File: config.mk
export PLATFORM = sky130hd
export DESIGN_NAME = sixdof_serial_packet_decoder_unit
export DESIGN_NICKNAME = d
export VERILOG_FILES = /design/src/rtl/sdpd_pkg.sv /design/src/rtl/sixdof_serial_packet_decoder_unit.sv /design/src/rtl/sdpd_ram.sv
export SDC_FILE = /design/constraint.sdc
export NUM_CORES = 1
export LEC_CHECK = 0
export BUFFER_PORTS_ARGS = -buffer_cell sky130_fd_sc_hd__buf_4
export CORE_MARGIN = 8
export CORE_UTILIZATION = 25
export CTS_BUF_LIST = sky130_fd_sc_hd__clkbuf_4 sky130_fd_sc_hd__clkbuf_8
export CTS_CLUSTER_SIZE = 12
export DETAILED_ROUTE_END_ITERATION = 12
export PLACE_DENSITY_LB_ADDON = 0.12
export SLEW_MARGIN = 10
export SYNTH_ARGS = -nofsm -noshare
export SYNTH_HDL_FRONTEND = slang
export SYNTH_SLANG_ARGS = --single-unit
File: constraint.sdc
create_clock -name clk -period 10.6 [get_ports clk]
set_clock_uncertainty 0.05 [all_clocks]
set_input_delay 0.53 -clock clk [delete_from_list [all_inputs] [get_ports clk]]
set_output_delay 0.53 -clock clk [all_outputs]
set_load 0.02 [all_outputs]
File: src/rtl/sdpd_pkg.sv
// Package for the six-axis serial packet decoder.
// Holds the packet framing constants and the code character table.
// No dependencies.
package sdpd_pkg;

  localparam logic [7:0] CHAR_CR     = 8'h0D;
  localparam logic [7:0] TYPE_AXIS   = 8'h64;
  localparam logic [7:0] TYPE_BUTTON = 8'h6B;

  localparam int AXIS_PACKET_LEN   = 25;
  localparam int BUTTON_PACKET_LEN = 4;
  localparam int NUM_AXES          = 6;
  localparam int AXIS_W            = 16;
  localparam int BUTTON_W          = 9;
  localparam int NIB_W             = 4;
  localparam int ACC_W             = NUM_AXES * AXIS_W;

  // Map a low nibble to the only byte that may carry it.
  function automatic logic [7:0] code_char(input logic [3:0] nib);
    logic [7:0] c;
    unique case (nib)
      4'h0: c = 8'h30;  // '0'
      4'h1: c = 8'h41;  // 'A'
      4'h2: c = 8'h42;  // 'B'
      4'h3: c = 8'h33;  // '3'
      4'h4: c = 8'h44;  // 'D'
      4'h5: c = 8'h35;  // '5'
      4'h6: c = 8'h36;  // '6'
      4'h7: c = 8'h47;  // 'G'
      4'h8: c = 8'h48;  // 'H'
      4'h9: c = 8'h39;  // '9'
      4'hA: c = 8'h3A;  // ':'
      4'hB: c = 8'h4B;  // 'K'
      4'hC: c = 8'h3C;  // '<'
      4'hD: c = 8'h4D;  // 'M'
      4'hE: c = 8'h4E;  // 'N'
      default: c = 8'h3F;  // '?'
    endcase
    return c;
  endfunction

endpackage

File: src/rtl/sixdof_serial_packet_decoder_unit.sv
// Six-axis controller serial packet decoder, top level.
// Depends on sdpd_pkg and sdpd_ram.
//
// Usage:
//   Input channel (rx_byte, in_valid, in_stall) takes one received serial
//   byte per request. Non-CR bytes are written to the packet buffer and
//   may come back to back; bytes past BUFFER_DEPTH are dropped.
//   A carriage return ends the packet: a packet of the right type and length
//   is walked one code byte at a time through the single buffer read port
//   and one code compare; each code byte is read, then checked.
//   Such a CR holds in_stall high through the walk of 24 code bytes on an
//   axis packet or 3 on a button packet, and while the finished report
//   waits for a stalled output register; a bad code byte ends the walk early.
//   Any other CR is taken without a stall and gives no report.
//   Output channel (out_valid, out_stall, report_kind and the report fields)
//   carries at most one report per packet from an output register; the
//   input side keeps taking bytes while a report waits. Reset empties the
//   buffer count, drops any pending report and returns the sequencer to idle;
//   buffer contents are not cleared.
module sixdof_serial_packet_decoder_unit
  import sdpd_pkg::*;
#(
  parameter int BUFFER_DEPTH = 32
) (
  input  logic                       clk,
  input  logic                       rst,
  input  logic [7:0]                 rx_byte,
  input  logic                       in_valid,
  output logic                       in_stall,
  output logic                       out_valid,
  input  logic                       out_stall,
  output logic                       report_kind,
  output logic signed [AXIS_W-1:0]   axis_x,
  output logic signed [AXIS_W-1:0]   axis_y,
  output logic signed [AXIS_W-1:0]   axis_z,
  output logic signed [AXIS_W-1:0]   axis_rx,
  output logic signed [AXIS_W-1:0]   axis_ry,
  output logic signed [AXIS_W-1:0]   axis_rz,
  output logic [BUTTON_W-1:0]        button_bits
);

  localparam int AW = $clog2(BUFFER_DEPTH);
  localparam int CW = $clog2(BUFFER_DEPTH + 1);

  localparam logic [1:0] S_IDLE  = 2'd0;
  localparam logic [1:0] S_READ  = 2'd1;
  localparam logic [1:0] S_CHECK = 2'd2;
  localparam logic [1:0] S_DONE  = 2'd3;

  logic [1:0]       state;
  logic [CW-1:0]    byte_count;
  logic [7:0]       pkt_type;
  logic             is_button;
  logic [AW-1:0]    idx;
  logic [AW-1:0]    last;
  logic [ACC_W-1:0] acc;
  logic [7:0]       rdata;
  logic             in_take;
  logic             is_cr;
  logic             wr_en;
  logic             out_free;
  logic [BUTTON_W-1:0] btn_next;

  assign in_stall = (state != S_IDLE);
  assign in_take  = in_valid && !in_stall;
  assign is_cr    = (rx_byte == CHAR_CR);
  assign wr_en    = in_take && !is_cr && (byte_count < CW'(BUFFER_DEPTH));
  assign out_free = !out_valid || !out_stall;

  // Button word: (n1 << 1) | (n2 << 5) | n3
  assign btn_next = {acc[7:4], 5'b0} | {4'b0, acc[11:8], 1'b0} | {5'b0, acc[3:0]};

  sdpd_ram #(
    .WIDTH(8),
    .DEPTH(BUFFER_DEPTH)
  ) u_buf (
    .clk  (clk),
    .we   (wr_en),
    .waddr(byte_count[AW-1:0]),
    .wdata(rx_byte),
    .raddr(idx),
    .rdata(rdata)
  );

  // Sequencer: collect bytes, walk code bytes on CR, post report
  always_ff @(posedge clk) begin
    if (rst) begin
      state      <= S_IDLE;
      byte_count <= '0;
      out_valid  <= 1'b0;
    end else begin
      // Raise valid for a finished report, drop it once the report is taken
      if (state == S_DONE && out_free) begin
        out_valid <= 1'b1;
      end else if (out_valid && !out_stall) begin
        out_valid <= 1'b0;
      end
      unique case (state)
        S_IDLE: begin
          if (in_take) begin
            if (is_cr) begin
              byte_count <= '0;
              idx        <= AW'(1);
              if (pkt_type == TYPE_AXIS && byte_count == CW'(AXIS_PACKET_LEN)) begin
                is_button <= 1'b0;
                last      <= AW'(AXIS_PACKET_LEN - 1);
                state     <= S_READ;
              end else if (pkt_type == TYPE_BUTTON &&
                           byte_count == CW'(BUTTON_PACKET_LEN)) begin
                is_button <= 1'b1;
                last      <= AW'(BUTTON_PACKET_LEN - 1);
                state     <= S_READ;
              end
            end else if (wr_en) begin
              if (byte_count == '0) begin
                pkt_type <= rx_byte;
              end
              byte_count <= byte_count + CW'(1);
            end
          end
        end
        S_READ: begin
          state <= S_CHECK;
        end
        S_CHECK: begin
          // Drop the packet on a bad code byte, else shift in its nibble
          if (rdata != code_char(rdata[3:0])) begin
            state <= S_IDLE;
          end else begin
            acc <= {acc[ACC_W-NIB_W-1:0], rdata[3:0]};
            if (idx == last) begin
              state <= S_DONE;
            end else begin
              idx   <= idx + AW'(1);
              state <= S_READ;
            end
          end
        end
        S_DONE: begin
          // Hold until the output register is free
          if (out_free) begin
            report_kind <= is_button;
            if (is_button) begin
              axis_x      <= '0;
              axis_y      <= '0;
              axis_z      <= '0;
              axis_rx     <= '0;
              axis_ry     <= '0;
              axis_rz     <= '0;
              button_bits <= btn_next;
            end else begin
              axis_x      <= {~acc[95], acc[94:80]};
              axis_y      <= {~acc[79], acc[78:64]};
              axis_z      <= {~acc[63], acc[62:48]};
              axis_rx     <= {~acc[47], acc[46:32]};
              axis_ry     <= {~acc[31], acc[30:16]};
              axis_rz     <= {~acc[15], acc[14:0]};
              button_bits <= '0;
            end
            state <= S_IDLE;
          end
        end
        default: state <= S_IDLE;
      endcase
    end
  end

endmodule

File: src/rtl/sdpd_ram.sv
// Generic single-write, single-read RAM with registered read data.
// No dependencies.
module sdpd_ram #(
  parameter int WIDTH = 8,
  parameter int DEPTH = 32
) (
  input  logic                     clk,
  input  logic                     we,
  input  logic [$clog2(DEPTH)-1:0] waddr,
  input  logic [WIDTH-1:0]         wdata,
  input  logic [$clog2(DEPTH)-1:0] raddr,
  output logic [WIDTH-1:0]         rdata
);

  logic [WIDTH-1:0] mem [DEPTH];

  // Write port and registered read port
  always_ff @(posedge clk) begin
    if (we) begin
      mem[waddr] <= wdata;
    end
    rdata <= mem[raddr];
  end

endmodule
==> results.py <==
metrics = {
    "place": {
        "gp_congestion": 0.727,
        "dp_hpwl_mm": 28.5,
        "post_dp_cell_area_mm2": 0.0203,
        "numPortBuffers": 119,
    },
    "run": {
        "cap_viol_max_count": 0,
    },
    "cts": {
        "cts_sinks": 490,
        "clk_latency_ns": 0.66,
        "cts-root-buf": "clkbuf_8",
        "cts.repair.resized": 0,
        "clk_pin_slew_ns": 0.06,
        "cts_buffers": 86,
        "hold_buffers": 0,
        "tritoncts": "done",
        "post_cts.repair.setup_buffers": 0,
        "cts_buffer_depth": 3,
        "htree_levels": 3,
    },
    "critical_path": {
        "start_kind": "register",
        "regToRegSetupSlack_ns": 7.45,
        "crit_top_cell": "buf_4",
        "cp_num_cells": 6,
        "crit_buf_inv": 2,
        "worst-path-max-fanout": 52,
        "worst-endpoint-required_ns": 11.01,
        "critPathMaxStageDelay_ns": 0.87,
        "path_class": "register to register",
        "cp-end-kind": "register",
        "arrival_ns": 3.56,
        "cp_top_family": "buffers and inverters",
        "rr_worst_depth": 6,
        "crit_slowest_cell": "buf_4",
        "crit_chain": "buf_4 > buf_4 > mux2i_1 > a22oi_1 > nand3_1 > nand4_1",
    },
    "synth": {
        "syn_nets": 1058,
        "yosysMostFrequentCell": "edfxtp_1",
        "synth_common_cells": "473 x edfxtp_1, 130 x mux2i_1, 96 x nor2b_1, 56 x a22oi_1, 53 x nor2_1",
        "yosysWarnings": 0,
        "seq_area_frac_synth": 0.794,
        "synth_edf_count": 473,
        "syn_inst": 1041,
        "synth_top_area_frac": 0.776,
        "ys_types": 52,
        "synthArstFlopShare": 0,
        "synth_ff_type": "edfxtp_1",
        "synth_largest_area_cell": "edfxtp_1",
        "netlist_area_mm2": 0.0183,
        "synth_seq_cells": 490,
        "syn_avg_cell_area_um2": 17.6,
        "synthTopCellsByArea": "edfxtp_1 78%, mux2i_1 7.1%, nor2b_1 3.3%",
    },
    "floorplan": {
        "ios": 120,
        "fp-row-count": 99,
        "die_x_um": 287,
        "design.die.area_mm2": 0.0822,
        "start_util": 0.252,
        "fp.coreArea_mm2": 0.0727,
        "die_h_um": 287,
    },
    "timing": {
        "finalSetupTns_ns": 0,
        "hold_viol": 0,
        "fmax_mhz": 317,
        "slew_violations": 0,
        "fin_crit_sh": 0.297,
        "fin_crit_ns": 3.15,
        "slew_headroom": 0.202,
        "rsz0062_at_grt": "false",
        "worstMarginPinSlew_ns": 1.19,
        "finalSetupViolCount": 0,
    },
    "min_path": {
        "hp-class": "primary input to register",
        "hold_depth": 2,
    },
    "pwr": {
        "leakage_nw": 7.61,
        "p_int_mw": 3.02,
        "clkPwrFrac": 0.436,
        "peakVddDrop_mv": 0.0772,
        "switchingPower_uw": 818,
        "comb_power_share": 0.012,
        "sw_frac_of_total": 0.213,
        "p_seq_frac": 0.552,
        "powerDensity_mw_per_mm2": 175,
    },
    "final_layout": {
        "seqCellArea_mm2": 0.0145,
        "multi_input_area_mm2": 0.00351,
        "fillers": 7190,
        "final_cell_area_mm2": 0.0219,
        "drive_above_1_share": 0.216,
        "syn_to_final_growth_pct": 19.7,
        "nNetsFinal": 1225,
    },
    "detailed_routing": {
        "viasPerCell": 4.21,
        "vias": 9403,
        "drt-initial-drc-count": 563,
        "wirelength_mm": 45.7,
        "dr.pass1.iters": 4,
        "drc": 0,
        "avgRoutedWirePerCell_um": 20.5,
        "postRouteAntennaNets": 0,
    },
    "global_routing": {
        "grt_pass1_vias": 9899,
        "track_usage": 0.108,
        "grt_antenna_before_repair": 2,
        "grt_overflow_total": 0,
        "grt_pass1_wl_mm": 65.9,
        "grt_max_degree": 94,
    },
    "status": {
        "status": "finished clean",
    },
}
[stage by stage]
stage / utilization / total power [mW] / setup WS [ns] / std cells / hold WS, ns
4_1_cts: 0.301 / 3.91 / 7.38 / 2230 / 0.0193
5_1_grt: 0.301 / 3.98 / 7.11 / 2231 / 0.0548
3_5_place_dp: 0.279 / 2.21 / 7.16 / 2079 / 0.375
3_3_place_gp: 0.279 / 2.21 / 7.20 / 2079 / 0.375
6_report: 0.301 / 3.84 / 7.45 / 2231 / 0.103
2_1_floorplan: - / 2.17 / 1.34 / 1041 / 0.368
[per-layer routing]
metal,vias to the layer above,track usage,share of wire
met5,-,0,0
met4,0,0.0426,0.027
met3,90,0.0278,0.061
met2,278,0.174,0.47
met1,4685,0.138,0.44
li1,4350,-,-
[registers in the layout, indices dropped and copies added (netlist names), 8 cells and up]
name	count
acc	96
axis_rx	16
axis_ry	16
axis_rz	16
axis_x	16
axis_y	16
axis_z	16
button_bits	9
pkt_type	8
u_buf.mem	256
u_buf.rdata	8
[final timing paths]
check                        end    start
hold / removal     byte_count[2]      rst
hold reg to reg          acc[27]  acc[23]
setup / recovery  u_buf.rdata[2]   idx[1]
setup reg to reg  u_buf.rdata[2]   idx[1]
[final cells by class]
| class | count | share of cell area |
|---|---|---|
| repair buffers | 133 | 0.0456 |
| clock buffers | 121 | 0.0668 |
| well taps | 959 | 0.0547 |
| inverters | 7 | 0.00120 |
| flip-flops and latches | 490 | 0.664 |
| diodes | 1 | 0.000114 |
| clock inverters | 30 | 0.00771 |
| multi-input cells | 490 | 0.160 |
[layout by cell type (no fill, tap or decap), drive strengths merged, types with 2 or more instances in the layout]
cell,n
edfxtp,473
buf,133
mux2i,130
clkbuf,121
nor2b,96
a22oi,56
nor2,53
nand3,28
nand2,24
clkinv,23
nand4,17
dfxtp,17
a21oi,15
inv,13
and2,8
o21ai,6
o21a,5
ha,5
nand3b,4
nor3,4
xnor2,4
nor4,4
nand2b,2
and4b,2
nor4b,2
and3,2
xor2,2
or3b,2
nor3b,2
[cell families (layout without fill, tap and decap cells)]
kind of cell,after synthesis,after routing,synth area share
DFF,490,490,0.794
AOI/OAI and AO/OA,92,92,0.0359
and+or+nand+nor,257,257,0.0779
xor gates and xnor gates,6,6,0.00287
adders and majority gates,5,5,0.00342
other,0,1,0
muxes,130,130,0.0711
buffers and inverters,61,291,0.0146
[power groups by stage]
stage                     clock [mW]  sequential (mW)  combinational, mW
final                           1.67             2.12             0.0442
after global routing            1.82             2.12             0.0488
after detailed placement           0             2.16             0.0467
after CTS                       1.75             2.12             0.0468
after floorplan                    0             2.16             0.0115
after global placement             0             2.16             0.0469
(Power assumes the default switching activity.)
